## config.mk

```make
export PLATFORM = sky130hd
export DESIGN_NAME = sample_to_decimal_text_unit
export DESIGN_NICKNAME = d
export VERILOG_FILES = /design/src/design/stdt_pkg.sv /design/src/design/stdt_ctrl.sv /design/src/design/stdt_dp.sv /design/src/design/sample_to_decimal_text_unit.sv
export VERILOG_INCLUDE_DIRS = /design/src /design/src/design
export SDC_FILE = /design/constraint.sdc
export NUM_CORES = 1
export LEC_CHECK = 0
export BUFFER_PORTS_ARGS = -buffer_cell sky130_fd_sc_hd__buf_4
export CORE_ASPECT_RATIO = 1.4
export CORE_UTILIZATION = 65
export DETAILED_ROUTE_END_ITERATION = 10
export MAX_ROUTING_LAYER = met4
export PLACE_DENSITY_LB_ADDON = 0.15
export SETUP_SLACK_MARGIN = 0.4
export SYNTH_ARGS = -nofsm -noshare
export SYNTH_HDL_FRONTEND = slang
export SYNTH_SLANG_ARGS = --single-unit
```

## constraint.sdc

```tcl
create_clock -name clk_i -period 10.41 [get_ports clk_i]
set_input_delay 2.082 -clock clk_i [delete_from_list [all_inputs] [get_ports clk_i]]
set_output_delay 2.082 -clock clk_i [all_outputs]
set_load 0.01 [all_outputs]
```

## src/design/assert_macros.svh

```systemverilog
// Assertion macros used by the datapath of the decimal text unit.
`ifndef ASSERT_MACROS_SVH
`define ASSERT_MACROS_SVH

`ifndef SYNTHESIS

// Checks that an expression holds at every clock edge outside reset.
`define ASSERT_ALWAYS(label, clk, rst_n, expr) \
  label: assert property (@(posedge clk) disable iff (!rst_n) (expr)) \
    else $error("assertion failed");

// Checks that an antecedent implies a consequent in the same cycle.
`define ASSERT_IMPLIES(label, clk, rst_n, ante, cons) \
  label: assert property (@(posedge clk) disable iff (!rst_n) (ante) |-> (cons)) \
    else $error("assertion failed");

// Checks that an antecedent implies a consequent in the next cycle.
`define ASSERT_NEXT(label, clk, rst_n, ante, cons) \
  label: assert property (@(posedge clk) disable iff (!rst_n) (ante) |=> (cons)) \
    else $error("assertion failed");

`else

`define ASSERT_ALWAYS(label, clk, rst_n, expr)
`define ASSERT_IMPLIES(label, clk, rst_n, ante, cons)
`define ASSERT_NEXT(label, clk, rst_n, ante, cons)

`endif

`endif

```

## src/design/stdt_pkg.sv

```systemverilog
// Types and constants of the sample to decimal text unit.
`default_nettype none

package stdt_pkg;

  // Depth mode register codes; the fourth code has no meaning and emits nothing.
  localparam logic [1:0] DepthMode8    = 2'd0;
  localparam logic [1:0] DepthMode16   = 2'd1;
  localparam logic [1:0] DepthModeNone = 2'd2;

  // Characters.
  localparam logic [7:0] CharZero    = 8'h30;
  localparam logic [7:0] CharSpace   = 8'h20;
  localparam logic [7:0] CharNewline = 8'h0A;

  // Digit storage: a 16-bit value has at most five decimal digits.
  localparam int unsigned MaxDigits = 5;
  localparam int unsigned DigitW    = 4;
  localparam int unsigned CntW      = 3;
  localparam int unsigned SampleW   = 16;
  localparam int unsigned NarrowW   = 8;

  // Reciprocal of ten: (x * 52429) >> 19 equals x / 10 for every 16-bit x.
  localparam logic [SampleW-1:0] Div10Mul   = 16'd52429;
  localparam int unsigned        Div10Shift = 19;
  localparam int unsigned        QuotW      = 2 * SampleW - Div10Shift;

  // Input beat.
  typedef struct packed {
    logic [SampleW-1:0] sample;
    logic               line_end;
  } sample_in_t;

  // Output beat.
  typedef struct packed {
    logic [7:0] text_char;
    logic       last_char;
  } text_out_t;

  // Controller states.
  typedef enum logic [2:0] {
    ST_IDLE,
    ST_CONV,
    ST_DIGITS,
    ST_SPACE,
    ST_NEWLINE
  } state_e;

  // Commands from the controller to the datapath.
  typedef struct packed {
    logic load;
    logic conv_step;
    logic emit_digit;
    logic emit_space;
    logic emit_newline;
  } stdt_cmd_t;

  // Status from the datapath to the controller.
  typedef struct packed {
    logic mode_ok;
    logic conv_last;
    logic digit_last;
    logic line_end;
    logic out_free;
  } stdt_status_t;

endpackage

`default_nettype wire

```

## src/design/stdt_ctrl.sv

```systemverilog
// Controller state machine of the sample to decimal text unit.
`default_nettype none

module stdt_ctrl (
  input  logic                  clk_i,
  input  logic                  rst_ni,
  input  logic                  in_valid_i,
  output logic                  in_ready_o,
  input  stdt_pkg::stdt_status_t status_i,
  output stdt_pkg::stdt_cmd_t    cmd_o
);
  import stdt_pkg::*;

  state_e state_q, state_d;

  // Next state.
  always_comb begin
    state_d = state_q;
    case (state_q)
      ST_IDLE: begin
        if (in_valid_i && status_i.mode_ok) begin
          state_d = ST_CONV;
        end
      end
      ST_CONV: begin
        if (status_i.conv_last) begin
          state_d = ST_DIGITS;
        end
      end
      ST_DIGITS: begin
        if (status_i.out_free && status_i.digit_last) begin
          state_d = ST_SPACE;
        end
      end
      ST_SPACE: begin
        if (status_i.out_free) begin
          state_d = status_i.line_end ? ST_NEWLINE : ST_IDLE;
        end
      end
      ST_NEWLINE: begin
        if (status_i.out_free) begin
          state_d = ST_IDLE;
        end
      end
      default: begin
        state_d = ST_IDLE;
      end
    endcase
  end

  // Outputs.
  always_comb begin
    cmd_o      = '0;
    in_ready_o = 1'b0;
    case (state_q)
      ST_IDLE: begin
        in_ready_o = 1'b1;
        cmd_o.load = in_valid_i;
      end
      ST_CONV: begin
        cmd_o.conv_step = 1'b1;
      end
      ST_DIGITS: begin
        cmd_o.emit_digit = status_i.out_free;
      end
      ST_SPACE: begin
        cmd_o.emit_space = status_i.out_free;
      end
      ST_NEWLINE: begin
        cmd_o.emit_newline = status_i.out_free;
      end
      default: begin
        cmd_o = '0;
      end
    endcase
  end

  // State register.
  always_ff @(posedge clk_i or negedge rst_ni) begin
    if (!rst_ni) begin
      state_q <= ST_IDLE;
    end else begin
      state_q <= state_d;
    end
  end

endmodule

`default_nettype wire

```

## src/design/stdt_dp.sv

```systemverilog
// Datapath of the sample to decimal text unit: divide by ten, digit store, output register.
`default_nettype none
`include "assert_macros.svh"

module stdt_dp (
  input  logic                   clk_i,
  input  logic                   rst_ni,
  input  stdt_pkg::sample_in_t   in_data_i,
  input  logic                   cfg_valid_i,
  input  logic [1:0]             cfg_data_i,
  input  stdt_pkg::stdt_cmd_t    cmd_i,
  output stdt_pkg::stdt_status_t status_o,
  input  logic                   out_ready_i,
  output logic                   out_valid_o,
  output stdt_pkg::text_out_t    out_data_o
);
  import stdt_pkg::*;

  logic [1:0]              depth_mode_q;
  logic [SampleW-1:0]      value_q;
  logic [SampleW-1:0]      value_masked;
  logic [DigitW-1:0]       digit_q [MaxDigits];
  logic [CntW-1:0]         cnt_q;
  logic [CntW-1:0]         rd_idx;
  logic                    line_end_q;
  logic                    out_valid_q;
  text_out_t               out_data_q;
  text_out_t               out_data_d;
  logic                    out_load;
  logic [2*SampleW-1:0]    prod;
  logic [QuotW-1:0]        quot;
  logic [SampleW-1:0]      quot_ext;
  logic [SampleW-1:0]      times10;
  logic [SampleW-1:0]      rem_full;
  logic [DigitW-1:0]       digit_new;
  logic [DigitW-1:0]       digit_sel;

  // Sample masking by depth mode.
  always_comb begin
    if (depth_mode_q == DepthMode8) begin
      value_masked = {{(SampleW-NarrowW){1'b0}}, in_data_i.sample[NarrowW-1:0]};
    end else begin
      value_masked = in_data_i.sample;
    end
  end

  // One division by ten per cycle through the reciprocal product.
  always_comb begin
    prod      = (2*SampleW)'(value_q) * (2*SampleW)'(Div10Mul);
    quot      = prod[2*SampleW-1:Div10Shift];
    quot_ext  = {{(SampleW-QuotW){1'b0}}, quot};
    times10   = (quot_ext << 3) + (quot_ext << 1);
    rem_full  = value_q - times10;
    digit_new = rem_full[DigitW-1:0];
  end

  // Most significant remaining digit sits just below the count.
  assign rd_idx    = cnt_q - CntW'(1);
  assign digit_sel = digit_q[rd_idx];

  // Status toward the controller.
  assign out_load            = !out_valid_q || out_ready_i;
  assign status_o.mode_ok    = (depth_mode_q == DepthMode8) || (depth_mode_q == DepthMode16);
  assign status_o.conv_last  = (quot == '0);
  assign status_o.digit_last = (cnt_q == CntW'(1));
  assign status_o.line_end   = line_end_q;
  assign status_o.out_free   = out_load;

  // Configuration register.
  always_ff @(posedge clk_i or negedge rst_ni) begin
    if (!rst_ni) begin
      depth_mode_q <= DepthMode8;
    end else if (cfg_valid_i) begin
      depth_mode_q <= cfg_data_i;
    end
  end

  // Working value, line flag and digit store; digits land least significant first.
  always_ff @(posedge clk_i) begin
    if (cmd_i.load) begin
      value_q    <= value_masked;
      line_end_q <= in_data_i.line_end;
    end else if (cmd_i.conv_step) begin
      value_q        <= quot_ext;
      digit_q[cnt_q] <= digit_new;
    end
  end

  // Digit count: up while converting, down while emitting.
  always_ff @(posedge clk_i or negedge rst_ni) begin
    if (!rst_ni) begin
      cnt_q <= '0;
    end else if (cmd_i.load) begin
      cnt_q <= '0;
    end else if (cmd_i.conv_step) begin
      cnt_q <= cnt_q + CntW'(1);
    end else if (cmd_i.emit_digit) begin
      cnt_q <= rd_idx;
    end
  end

  // Character for the next output beat.
  always_comb begin
    out_data_d = out_data_q;
    if (cmd_i.emit_digit) begin
      out_data_d.text_char = CharZero + {{(8-DigitW){1'b0}}, digit_sel};
      out_data_d.last_char = 1'b0;
    end else if (cmd_i.emit_space) begin
      out_data_d.text_char = CharSpace;
      out_data_d.last_char = !line_end_q;
    end else if (cmd_i.emit_newline) begin
      out_data_d.text_char = CharNewline;
      out_data_d.last_char = 1'b1;
    end
  end

  // Output register.
  always_ff @(posedge clk_i or negedge rst_ni) begin
    if (!rst_ni) begin
      out_valid_q <= 1'b0;
    end else if (cmd_i.emit_digit || cmd_i.emit_space || cmd_i.emit_newline) begin
      out_valid_q <= 1'b1;
    end else if (out_ready_i) begin
      out_valid_q <= 1'b0;
    end
  end

  always_ff @(posedge clk_i) begin
    out_data_q <= out_data_d;
  end

  assign out_valid_o = out_valid_q;
  assign out_data_o  = out_data_q;

  // The controller issues at most one command per cycle.
  `ASSERT_ALWAYS(a_cmd_onehot, clk_i, rst_ni, $onehot0(cmd_i))
  // A character is only written when the output register is free.
  `ASSERT_IMPLIES(a_emit_free, clk_i, rst_ni,
    cmd_i.emit_digit || cmd_i.emit_space || cmd_i.emit_newline, out_load)
  // A digit is only emitted while digits remain.
  `ASSERT_IMPLIES(a_digit_left, clk_i, rst_ni, cmd_i.emit_digit, cnt_q != '0)
  // The digit count never passes the digit store depth.
  `ASSERT_ALWAYS(a_cnt_range, clk_i, rst_ni, cnt_q <= CntW'(MaxDigits))

endmodule

`default_nettype wire

```

## src/design/sample_to_decimal_text_unit.sv

```systemverilog
// Top level of the sample to decimal text unit: controller plus datapath.
//
// Usage: each input beat on in_valid_i/in_ready_o carries one sample and a
// line_end flag. The unit sends the sample's unsigned decimal text, one ASCII
// character per output beat on out_valid_o/out_ready_i: the digits without
// leading zeros, then a space, then a newline when line_end is set.
// last_char marks the final character of each sample.
// depth_mode is written on the cfg channel, which is always ready; it selects
// 8-bit samples (code 0), 16-bit samples (code 1) or no output (other codes).
// Write it only while the unit is idle.
// Sequence: the input is taken in the idle state, then the divide-by-ten unit
// produces the digits, then the characters drain through the output
// register. Samples in an unsupported mode are taken and dropped. The next
// sample is taken while the last character still waits in the output
// register. A stalled receiver holds the sequencer.
// Reset returns the unit to idle, clears the output valid and sets depth_mode
// to 8-bit samples.
`default_nettype none

module sample_to_decimal_text_unit (
  input  logic                 clk_i,
  input  logic                 rst_ni,
  input  logic                 in_valid_i,
  output logic                 in_ready_o,
  input  stdt_pkg::sample_in_t in_data_i,
  output logic                 out_valid_o,
  input  logic                 out_ready_i,
  output stdt_pkg::text_out_t  out_data_o,
  input  logic                 cfg_valid_i,
  output logic                 cfg_ready_o,
  input  logic [1:0]           cfg_data_i
);
  import stdt_pkg::*;

  stdt_cmd_t    cmd;
  stdt_status_t status;

  // The configuration register accepts a write in every cycle.
  assign cfg_ready_o = 1'b1;

  // Sequencer.
  stdt_ctrl u_ctrl (
    .clk_i      (clk_i),
    .rst_ni     (rst_ni),
    .in_valid_i (in_valid_i),
    .in_ready_o (in_ready_o),
    .status_i   (status),
    .cmd_o      (cmd)
  );

  // Conversion and output datapath.
  stdt_dp u_dp (
    .clk_i       (clk_i),
    .rst_ni      (rst_ni),
    .in_data_i   (in_data_i),
    .cfg_valid_i (cfg_valid_i),
    .cfg_data_i  (cfg_data_i),
    .cmd_i       (cmd),
    .status_o    (status),
    .out_ready_i (out_ready_i),
    .out_valid_o (out_valid_o),
    .out_data_o  (out_data_o)
  );

endmodule

`default_nettype wire

```

Word-level counts from Yosys, hierarchy flattened --
Memory sizes are Yosys's and may differ from the RTL's. Cells that the tools add are included.
Storage, ports and cells: bits of input ports 24, word-level logic and storage cells 70, flip-flop bits (word level) 35, memory bits (writable) 20, bits in latches 0, memories kept 1, memory bits (read-only) 0
Memories:
- u_dp.digit_q | words 5, bits a word 4, rd ports 1, clocked after memory_dff 0, write ports 1, line stdt_dp.sv:22 | logic [DigitW-1:0] digit_q [MaxDigits];
Cells by class: divide/modulo/power cells 0, muxes and demuxes 27, add/sub/neg operators 5, equal/unequal tests 11, reductions and logical operators 17, multipliers 1, shift operators 0, $lt $le $gt $ge 0, bitwise logic cells 0
Operators with widths (count):
- 16-bit two-way mux | 3
- 16-bit by 16-bit multiplier with 32-bit output, second input constant | 1
- 3-bit two-way mux | 9
- 9-bit two-way mux | 3
- 3-bit case mux with 5 select lines | 1
- 13-bit logical NOT | 1
- 1-bit two-way mux | 11
- 2-bit by 1-bit inequality test with 1-bit output, second input constant | 4
- 6-bit by 4-bit adder with 7-bit output, first input constant | 1
- 3-bit by 1-bit equality test with 1-bit output, second input constant | 2
- 3-bit by 2-bit equality test with 1-bit output, second input constant | 2
- 2-bit nonzero test | 3
- 3-bit nonzero test | 2
- 5-bit AND reduction | 1
- 4-bit adder | 1
- 1-bit logical OR | 4
- 4-bit subtractor | 1
- 3-bit by 1-bit adder with 3-bit output, second input constant | 1
- 3-bit equality test, second input constant | 1
- 3-bit logical NOT | 1
- 3-bit by 1-bit subtractor with 3-bit output, second input constant | 1
- 2-bit by 1-bit equality test with 1-bit output, second input constant | 1
- 1-bit logical AND | 2
- 1-bit logical NOT | 2
- other kinds (2) | 2

Longest topological paths before layout --
Gate-level depths: netlist of run 1.
word-level depth 6, mapped depth 22, depth with buffers taken out 22

Cells and area by module --
From an unflattened synthesis of run 1, not the netlist that was laid out.
Second synthesis, totals: cells, all modules 717, area, all modules 7385.8 µm²
By module, submodules not included:
- stdt_dp | cells each 689, instances 1, area each 7124.3 µm², seq. area each 1461.4 µm²
- stdt_ctrl | cells each 26, instances 1, area each 250.2 µm², seq. area each 75.1 µm²
- sample_to_decimal_text_unit | cells each 2, instances 1, area each 11.3 µm², seq. area each 0.0 µm²

Worst setup path after synthesis of run 1 --
OpenSTA, ideal clock, no wires.
path type reg-to-reg, start point reg u_dp.value_q[1], end point reg u_ctrl.state_q[0], path buffers 0, path slack 4.783 ns, cell stages (with the launch flop) 20, arrival time 5.507 ns, path through edfxtp_1 > ha_1 > xor2_1 > ha_1 > fa_1 > fa_1 > fa_1 > inv_1 > fa_1 > inv_1 > ha_1 > a21oi_1 > o21ai_1 > o32ai_1 > a21oi_2 > a311oi_2 > xnor2_1 > o2111a_1 > nand4_1 > a31o_1
Between the ends: word-level cells in the longest chain between the ends 4
Ends and longest elaborated chain:
- start, declared | line stdt_dp.sv:20 | logic [SampleW-1:0] value_q;
- start signal, assigned | line stdt_dp.sv:81 | value_q <= value_masked;
- start signal, assigned | line stdt_dp.sv:84 | value_q <= quot_ext;
- 16-bit by 16-bit multiplier with 32-bit output | line stdt_dp.sv:49 | prod = (2*SampleW)'(value_q) * (2*SampleW)'(Div10Mul);
- 13-bit logical NOT | line stdt_dp.sv:64 | assign status_o.conv_last = (quot == '0);
- 2-bit inequality test (no source line)
- 5-bit AND reduction (no source line)
- end signal, assigned | line stdt_ctrl.sv:83 | state_q <= state_d;
- end, declared | line stdt_ctrl.sv:14 | state_e state_q, state_d;
Every way passes these cells. A chain may end at the register's enable or synchronous reset.

Worst setup path after layout of run 1 --
start point reg u_dp.value_q[1], end point mem u_dp.digit_q[0][3] (data pin)
Between the ends: word-level cells in the longest chain between the ends 3
Ends and longest elaborated chain:
- 16-bit by 16-bit multiplier with 32-bit output | line stdt_dp.sv:49
- 4-bit adder | line stdt_dp.sv:52 | times10 = (quot_ext << 3) + (quot_ext << 1);
- 4-bit subtractor * | line stdt_dp.sv:53 | rem_full = value_q - times10;
- net u_dp.rem_full[3] | line stdt_dp.sv:34 | logic [SampleW-1:0] rem_full;
- end, declared | line stdt_dp.sv:22
The timed path passes the listed nets; every way through them passes the cells marked *.

==> results of run 1 <==
[cell families after synthesis]
kind of cell    after synthesis  share of synthesized area [%]
fa+ha+maj                   216                           45.6
buf+inv                     192                           10.2
compound gates              117                           10.7
simple gates                104                           6.93
flops                        53                           21.3
xor+xnor                     23                           2.89
mux                          11                           2.23
other cells                   2                          0.104
[routing by layer]
metal,wire [µm],up-vias
met3,672,70
met2,9370,159
met1,6650,2544
met5,0,-
met4,1070,0
li1,-,2435
[worst max-delay path by stage]
stage | cells past startpoint | to | start
detailed placement | 19 | u_dp.digit_q[1][3] | u_dp.value_q[1]
finish | 19 | u_dp.digit_q[0][3] | u_dp.value_q[1]
floorplan | 19 | u_ctrl.state_q[0] | u_dp.value_q[1]
CTS | 19 | u_dp.digit_q[2][3] | u_dp.value_q[1]
global placement | 20 | u_dp.digit_q[1][3] | u_dp.value_q[6]
global route | 20 | u_dp.digit_q[0][3] | u_dp.value_q[6]
[critical path, stage by stage, from the launching register on]
cell,delay (ps)
edfxtp_1,530
ha_1,430
xor2_1,170
ha_1,350
fa_1,520
fa_1,510
fa_1,550
inv_1,60
fa_1,540
inv_1,70
ha_1,330
nand2_1,80
nor2_1,150
nand3_1,120
o31ai_1,490
xor2_1,410
ha_1,260
xnor2_1,170
xnor2_1,120
xnor2_1,390
[Yosys cell counts, types with 3 or more instances]
cell type and instances:
xnor2_1 13, o21bai_1 3, o21ai_0 28, and2_1 3, nor4_1 5, a21o_1 8, ha_1 137, mux2i_1 6
mux4_2 4, a21oi_1 32, buf_4 4, inv_1 177, xor2_1 9, o211ai_1 7, dfrtp_1 9, clkbuf_1 8
fa_1 79, a211oi_1 4, edfxtp_1 43, nor3_1 7, nand3_1 10, and3_1 4, a31oi_1 4, nor2_1 19
o31ai_1 4, nand2_1 41, nand4_1 3
[area by class of cell]
cell class | instances | area [µm²] | area share, %
inverters | 177 | 664 | 8.60
flip-flops and latches | 53 | 1540 | 19.9
repair buffers | 32 | 240 | 3.11
clock buffers | 5 | 125 | 1.62
clock inverters | 3 | 28.8 | 0.373
multi-input cells | 474 | 4950 | 64.1
well taps | 141 | 176 | 2.28
[flip-flops by register name, indices dropped and copies added (netlist names)]
name / count
u_dp.digit_q: 20
u_dp.value_q: 16
u_dp.out_data_o: 7
u_ctrl.state_q: 3
u_dp.cnt_q: 3
u_dp.depth_mode_q: 2
u_dp.line_end_q: 1
u_dp.out_valid_o: 1
[per-stage QoR]
step / area (µm²) / hold WS (ps) / setup WS (ps)
2_1_floorplan: 7230 / 472 / 4780
4_1_cts: 7720 / 508 / 3960
5_1_grt: 7720 / 528 / 3510
3_5_place_dp: 7570 / 492 / 4030
6_report: 7720 / 511 / 3900
3_3_place_gp: 7570 / 484 / 4020
==> flow_summary.json, run 1 <==
{
  "final_cell_mix": "177 x inv_1, 137 x ha_1, 79 x fa_1",
  "vias": 5208,
  "routed_wirelength_um": 17800,
  "synth-seq-area-share_pct": 21.3,
  "instances_no_fill": 885,
  "fp.dieH_um": 127,
  "finalHoldViolCount": 0,
  "cts-root-buf": "clkbuf_16",
  "relSlewSlack_pct": 34.1,
  "place.gp.congestion": 0.985,
  "reg2reg_to": "u_dp.digit_q[0][3]",
  "yosysTopAreaCellShare_pct": 23.7,
  "cts_sinks": 53,
  "grt_first_pass_wirelength_um": 28700,
  "post_cts_buffers": 0,
  "startpoint_type": "register",
  "grtUsageTotal_pct": 34.4,
  "setup_viol": 0,
  "rsz0062_at_grt": "no",
  "rows": 45,
  "top_usage_layer": "met2",
  "cp-end-kind": "register",
  "post-place-cells": 877,
  "io_pins": 36,
  "holdBufCountCts": 0,
  "drt_first_pass_iters": 4,
  "grt_pass1_vias": 5617,
  "coreArea_mm2": 0.0108,
  "synthCells": 718,
  "vias_per_cell": 5.88,
  "synthTopCellsByArea": "ha_1 24%, fa_1 22%, edfxtp_1 18%, inv_1 9.2%, dfrtp_1 3.1%",
  "synth_area_mm2": 0.00722,
  "yosys.area.top_type": "ha_1",
  "r2r_setup_slack_ps": 3900,
  "ff2ff_path_depth": 19,
  "fmax_ghz": 0.154,
  "cp_data_arrival_time_ps": 6570,
  "worstHoldPathCells": 1,
  "drv_cap": 0,
  "yosysWarnings": 0,
  "hpwl_um": 15600,
  "async_flop_share_pct": 17.0,
  "hp-class": "register to register",
  "overflow": 0,
  "grt_use_met1_pct": 38.2,
  "hold_path_end": "u_dp.depth_mode_q[0]",
  "layout_commonest_cell": "inv_1",
  "hold_start": "u_dp.depth_mode_q[0]",
  "syn_avg_cell_area_um2": 10.1,
  "start_util_pct": 66.8,
  "drive_above_1_share_pct": 7.80,
  "antenna_cells": 0,
  "numCtsBuffers": 5,
  "grt_antenna_before_repair": 0,
  "synth_edf_count": 43,
  "die_w_um": 91.1,
  "tritoncts": "done",
  "ant_nets": 0,
  "synthFlopType": "edfxtp_1",
  "clockBufferDepth": 2,
  "drv_slew": 0,
  "ys_types": 64,
  "htree_levels": 2,
  "post_drt_wl_per_cell_um": 20.1,
  "insertion_delay_ps": 300,
  "ys_ff_latch": 53,
  "drc_errors": 0,
  "path_class": "register to register",
  "die_area_mm2": 0.0115,
  "grtUsageMet2_pct": 61.0,
  "nets": 983,
  "cts.clk_slew.worst_paths_ps": 80,
  "crit_required_ps": 10470,
  "use_met3_pct": 3.18,
  "io_buffers": 32,
  "tns_ps": 0,
  "dr.first_iter.drc_count": 310,
  "path_max_fanout": 7,
  "post-route-util_pct": 71.5,
  "min_period_ps": 6510,
  "finClkSkew_ps": 8.37,
  "syn2layout_area_growth_pct": 6.93,
  "status": "finished clean",
  "fin_crit_sh_pct": 62.5,
  "r2r-start": "u_dp.value_q[1]",
  "cts-resized-gates": 0,
  "worst_pin_slew_ps": 979,
  "grt_max_degree": 26,
  "fillers": 834
}
Power of run 1 is left out: the tool's default activity adds up to more than one toggle a clock period on the data nets, which glitch-free logic cannot reach.
==> inputs of run 2 (changes only) <==
- CORE_UTILIZATION: 65 -> 58
- clock period: 10.41 -> 5.4 ns (I/O delays scaled with it)
==> flow_summary.json, run 2 (same netlist as run 1, synthesis figures left out) <==
{
  "grt_first_pass_wirelength_um": 32300,
  "use_met3_pct": 3.46,
  "cts.clk_slew.worst_paths_ps": 80,
  "fin_ws_ps": -306,
  "nets": 1114,
  "overflow": 0,
  "clockBufferDepth": 2,
  "cp_data_arrival_time_ps": 5900,
  "holdWs_ps": 535,
  "fillers": 768,
  "largest_reg_flops": 20,
  "cp-end-kind": "register",
  "place.gp.congestion": 0.985,
  "drv_cap": 0,
  "ff2ff_path_depth": 18,
  "antenna_cells": 0,
  "syn2layout_area_growth_pct": 31.6,
  "drv_slew": 0,
  "grt_max_degree": 26,
  "worstHoldPathCells": 1,
  "drive_above_1_share_pct": 32.3,
  "grt_antenna_before_repair": 0,
  "post_drt_wl_per_cell_um": 20.1,
  "dp_slack_ps": -414,
  "io_buffers": 32,
  "ant_nets": 0,
  "fin_crit_sh_pct": 106,
  "path_max_fanout": 4,
  "coreArea_mm2": 0.0120,
  "post-place-cells": 994,
  "routed_wirelength_um": 20600,
  "crit_required_ps": 5600,
  "grt_use_met1_pct": 38.2,
  "fmax_ghz": 0.175,
  "layout_commonest_cell": "inv_1",
  "final_cell_mix": "165 x inv_1, 155 x buf_4, 112 x ha_1",
  "start_util_pct": 60.2,
  "grtUsageTotal_pct": 35.1,
  "worst_pin_slew_ps": 1080,
  "finClkSkew_ps": 7.83,
  "relSlewSlack_pct": 27.8,
  "insertion_delay_ps": 310,
  "grt_pass1_vias": 6485,
  "post-route-util_pct": 79.3,
  "finalHoldViolCount": 0,
  "rows": 47,
  "numCtsBuffers": 5,
  "dr.first_iter.drc_count": 247,
  "die_w_um": 96.3,
  "tritoncts": "done",
  "violations": "setup timing",
  "startpoint_type": "register",
  "setup_viol": 16,
  "rsz0062_at_grt": "yes",
  "grtUsageMet2_pct": 62.7,
  "status": "finished, violations left",
  "io_pins": 36,
  "path_class": "register to register",
  "die_area_mm2": 0.0129,
  "min_period_ps": 5710,
  "drt_first_pass_iters": 4,
  "top_usage_layer": "met2",
  "regMostFlops": "u_dp.digit_q",
  "hp-class": "register to register",
  "hpwl_um": 16900,
  "vias": 5858,
  "fp.dieH_um": 134,
  "cts_sinks": 53,
  "cts-root-buf": "clkbuf_16",
  "vias_per_cell": 5.73,
  "htree_levels": 2,
  "instances_no_fill": 1022,
  "drc_errors": 0
}
-- run 2: cell count changes in the layout (fill, tap and decap cells not counted), sizes merged --
cell      previous run  this run
clkinvlp             0         2
inv                179       178
buf                 32       163
clkinv               1         0
-- run 2: worst max-delay path, cell delays in order (launching register included) --
cell and delay, ps:
edfxtp_1 550, ha_4 350, inv_2 40, fa_1 490, inv_2 40, fa_2 490
fa_1 580, fa_2 460, fa_1 510, ha_4 350, nand2_8 80, nor2_4 130
nand3_4 90, a2111o_1 360, a21boi_2 210, o2111ai_2 170, nor4b_4 250, nand4_1 170
a31o_1 240
-- run 2: layer usage --
layer / share of wire [%] / vias up
met2: 54 / 180
met1: 37 / 2903
met3: 3.4 / 78
met4: 5.3 / 0
met5: 0 / -
li1: - / 2697
-- run 2: layout make-up --
type | instances | area (µm²) | share of cell area (%)
inverter | 177 | 669 | 7.04
sequential | 53 | 1540 | 16.2
clock buffer | 5 | 125 | 1.32
clock inverter | 3 | 26.3 | 0.276
tap | 147 | 184 | 1.93
timing repair buffer | 163 | 1250 | 13.2
multi-input combinational | 474 | 5710 | 60.1
-- run 2: path summary, 6_finish.rpt --
path                                 startpoint              endpoint  slack, ps
max                             u_dp.value_q[3]     u_ctrl.state_q[0]       -310
max in group asynchronous                rst_ni     u_ctrl.state_q[2]       4660
max reg2reg                     u_dp.value_q[3]     u_ctrl.state_q[0]       -310
min reg2reg                u_dp.depth_mode_q[0]  u_dp.depth_mode_q[0]        540
min                        u_dp.depth_mode_q[0]  u_dp.depth_mode_q[0]        540
min in group asynchronous                rst_ni     u_ctrl.state_q[0]        590
-- run 2: repair_timing --
action                     CTS  global route
hold buffers                 0             0
setup endpoints to repair   30            30
gates resized for setup     83            12
pin swaps                   44             7
setup buffers               17             3
-- run 2: through the flow --
stage | instance area, µm² | setup TNS, ps
final | 9510 | -2190
after global routing | 9510 | -5750
after CTS | 9420 | -1270
after detailed placement | 8690 | -4420
after global placement | 8690 | -3320
after floorplan | 7510 | 0
Power of run 2 is left out for the same reason.
==> inputs of run 3 (changes only) <==
- MAX_ROUTING_LAYER: met4 -> default
- SKIP_LAST_GASP: default -> 1
==> flow_summary.json, run 3 (same netlist as run 1, synthesis figures left out) <==
{
  "rows": 47,
  "nets": 1104,
  "syn2layout_area_growth_pct": 29.0,
  "antenna_cells": 0,
  "cp-end-kind": "register",
  "io_pins": 36,
  "cts.clk_slew.worst_paths_ps": 80,
  "drv_slew": 0,
  "ff2ff_path_depth": 20,
  "status": "finished, violations left",
  "crit_path_end": "u_ctrl.state_q[0]",
  "fin_area_mm2": 0.00932,
  "reg2reg_to": "u_ctrl.state_q[0]",
  "hp-class": "register to register",
  "cp_data_arrival_time_ps": 5920,
  "r2r-start": "u_dp.value_q[6]",
  "post_drt_wl_per_cell_um": 20.1,
  "overflow": 0,
  "layout_commonest_cell": "inv_1",
  "drc_errors": 0,
  "routed_wirelength_um": 20300,
  "cts-root-buf": "clkbuf_16",
  "htree_levels": 2,
  "fillers": 752,
  "tritoncts": "done",
  "numCtsBuffers": 5,
  "fp.dieH_um": 134,
  "insertion_delay_ps": 310,
  "die_w_um": 96.3,
  "setup_viol": 18,
  "grt_first_pass_wirelength_um": 31200,
  "grt_antenna_before_repair": 0,
  "crit_required_ps": 5600,
  "violations": "setup timing",
  "dr.first_iter.drc_count": 298,
  "fin_ws_ps": -323,
  "rsz0062_at_grt": "yes",
  "fin_crit_sh_pct": 106,
  "start_util_pct": 60.2,
  "fmax_ghz": 0.175,
  "coreArea_mm2": 0.0120,
  "die_area_mm2": 0.0129,
  "cts_sinks": 53,
  "vias": 5787,
  "drt_first_pass_iters": 5,
  "grtUsageTotal_pct": 32.7,
  "r2r_setup_slack_ps": -320,
  "worst_pin_slew_ps": 962,
  "startpoint_type": "register",
  "tns_ps": -2610,
  "path_class": "register to register",
  "largest_reg_flops": 20,
  "grt_pass1_vias": 6323,
  "finClkSkew_ps": 9.53,
  "worstSetupStartpoint": "u_dp.value_q[6]",
  "place.gp.congestion": 1.01,
  "dp_slack_ps": -394,
  "drv_cap": 0,
  "drive_above_1_share_pct": 30.6,
  "min_period_ps": 5720,
  "finalHoldViolCount": 0,
  "path_max_fanout": 4,
  "vias_per_cell": 5.72,
  "hpwl_um": 16800,
  "grt_max_degree": 26,
  "final_cell_mix": "162 x inv_1, 139 x buf_4, 110 x ha_1",
  "io_buffers": 32,
  "clockBufferDepth": 2,
  "relSlewSlack_pct": 35.2,
  "ant_nets": 0,
  "regMostFlops": "u_dp.digit_q",
  "holdBufCountCts": 0,
  "dpl_cell_area_mm2": 0.00861
}
run 3: area by class of cell:
cell class / instances / area (µm²) / share of cell area, %
tap: 147 / 184 / 1.97
inverter: 177 / 669 / 7.18
clock inverter: 3 / 26.3 / 0.282
clock buffer: 5 / 125 / 1.34
timing repair buffer: 153 / 1200 / 12.9
multi-input combinational: 474 / 5580 / 59.9
sequential: 53 / 1540 / 16.5
run 3: timing repair:
item / in CTS / in global routing
endpoints found under the hold margin: 0 / 0
setup buffers: 12 / 9
gates resized for setup: 33 / 53
endpoints found under the setup margin: 30 / 30
pin swaps: 16 / 25
run 3: worst min path at each step:
| stage | from | end | slack (ps) | cells past startpoint |
|---|---|---|---|---|
| after floorplan | u_dp.depth_mode_q[0] | u_dp.depth_mode_q[0] | 470 | 1 |
| after global placement | u_dp.depth_mode_q[0] | u_dp.depth_mode_q[0] | 480 | 1 |
| after detailed placement | u_dp.depth_mode_q[0] | u_dp.depth_mode_q[0] | 520 | 1 |
| after CTS | u_dp.depth_mode_q[0] | u_dp.depth_mode_q[0] | 540 | 1 |
| after global routing | u_dp.depth_mode_q[0] | u_dp.depth_mode_q[0] | 560 | 1 |
| final | u_dp.depth_mode_q[0] | u_dp.depth_mode_q[0] | 530 | 1 |
run 3: worst max-delay path: stages, from the launching register on:
cell	delay [ps]
edfxtp_1	470
ha_1	390
inv_1	70
fa_1	530
inv_2	50
fa_1	550
fa_2	460
fa_1	520
inv_2	40
fa_1	490
inv_2	50
ha_4	290
nand2_8	70
nor2_4	90
nand3_2	100
o31ai_4	360
a31oi_1	150
xor2_1	240
nor4b_2	270
nand4_1	170
a31o_1	230
run 3: through the flow:
stage	instances	hold WS (ps)	util (%)
global placement	983	481	71.8
finish	1012	528	77.7
global route	1012	562	77.7
floorplan	719	472	-
CTS	1003	536	75.1
detailed placement	983	515	71.8
run 3: layer usage:
metal	global-route usage, %	wire length (µm)
met4	17.6	1090
met5	0	0
met1	37.3	7770
met2	58.9	10800
met3	3.17	612
Power of run 3 is left out for the same reason.
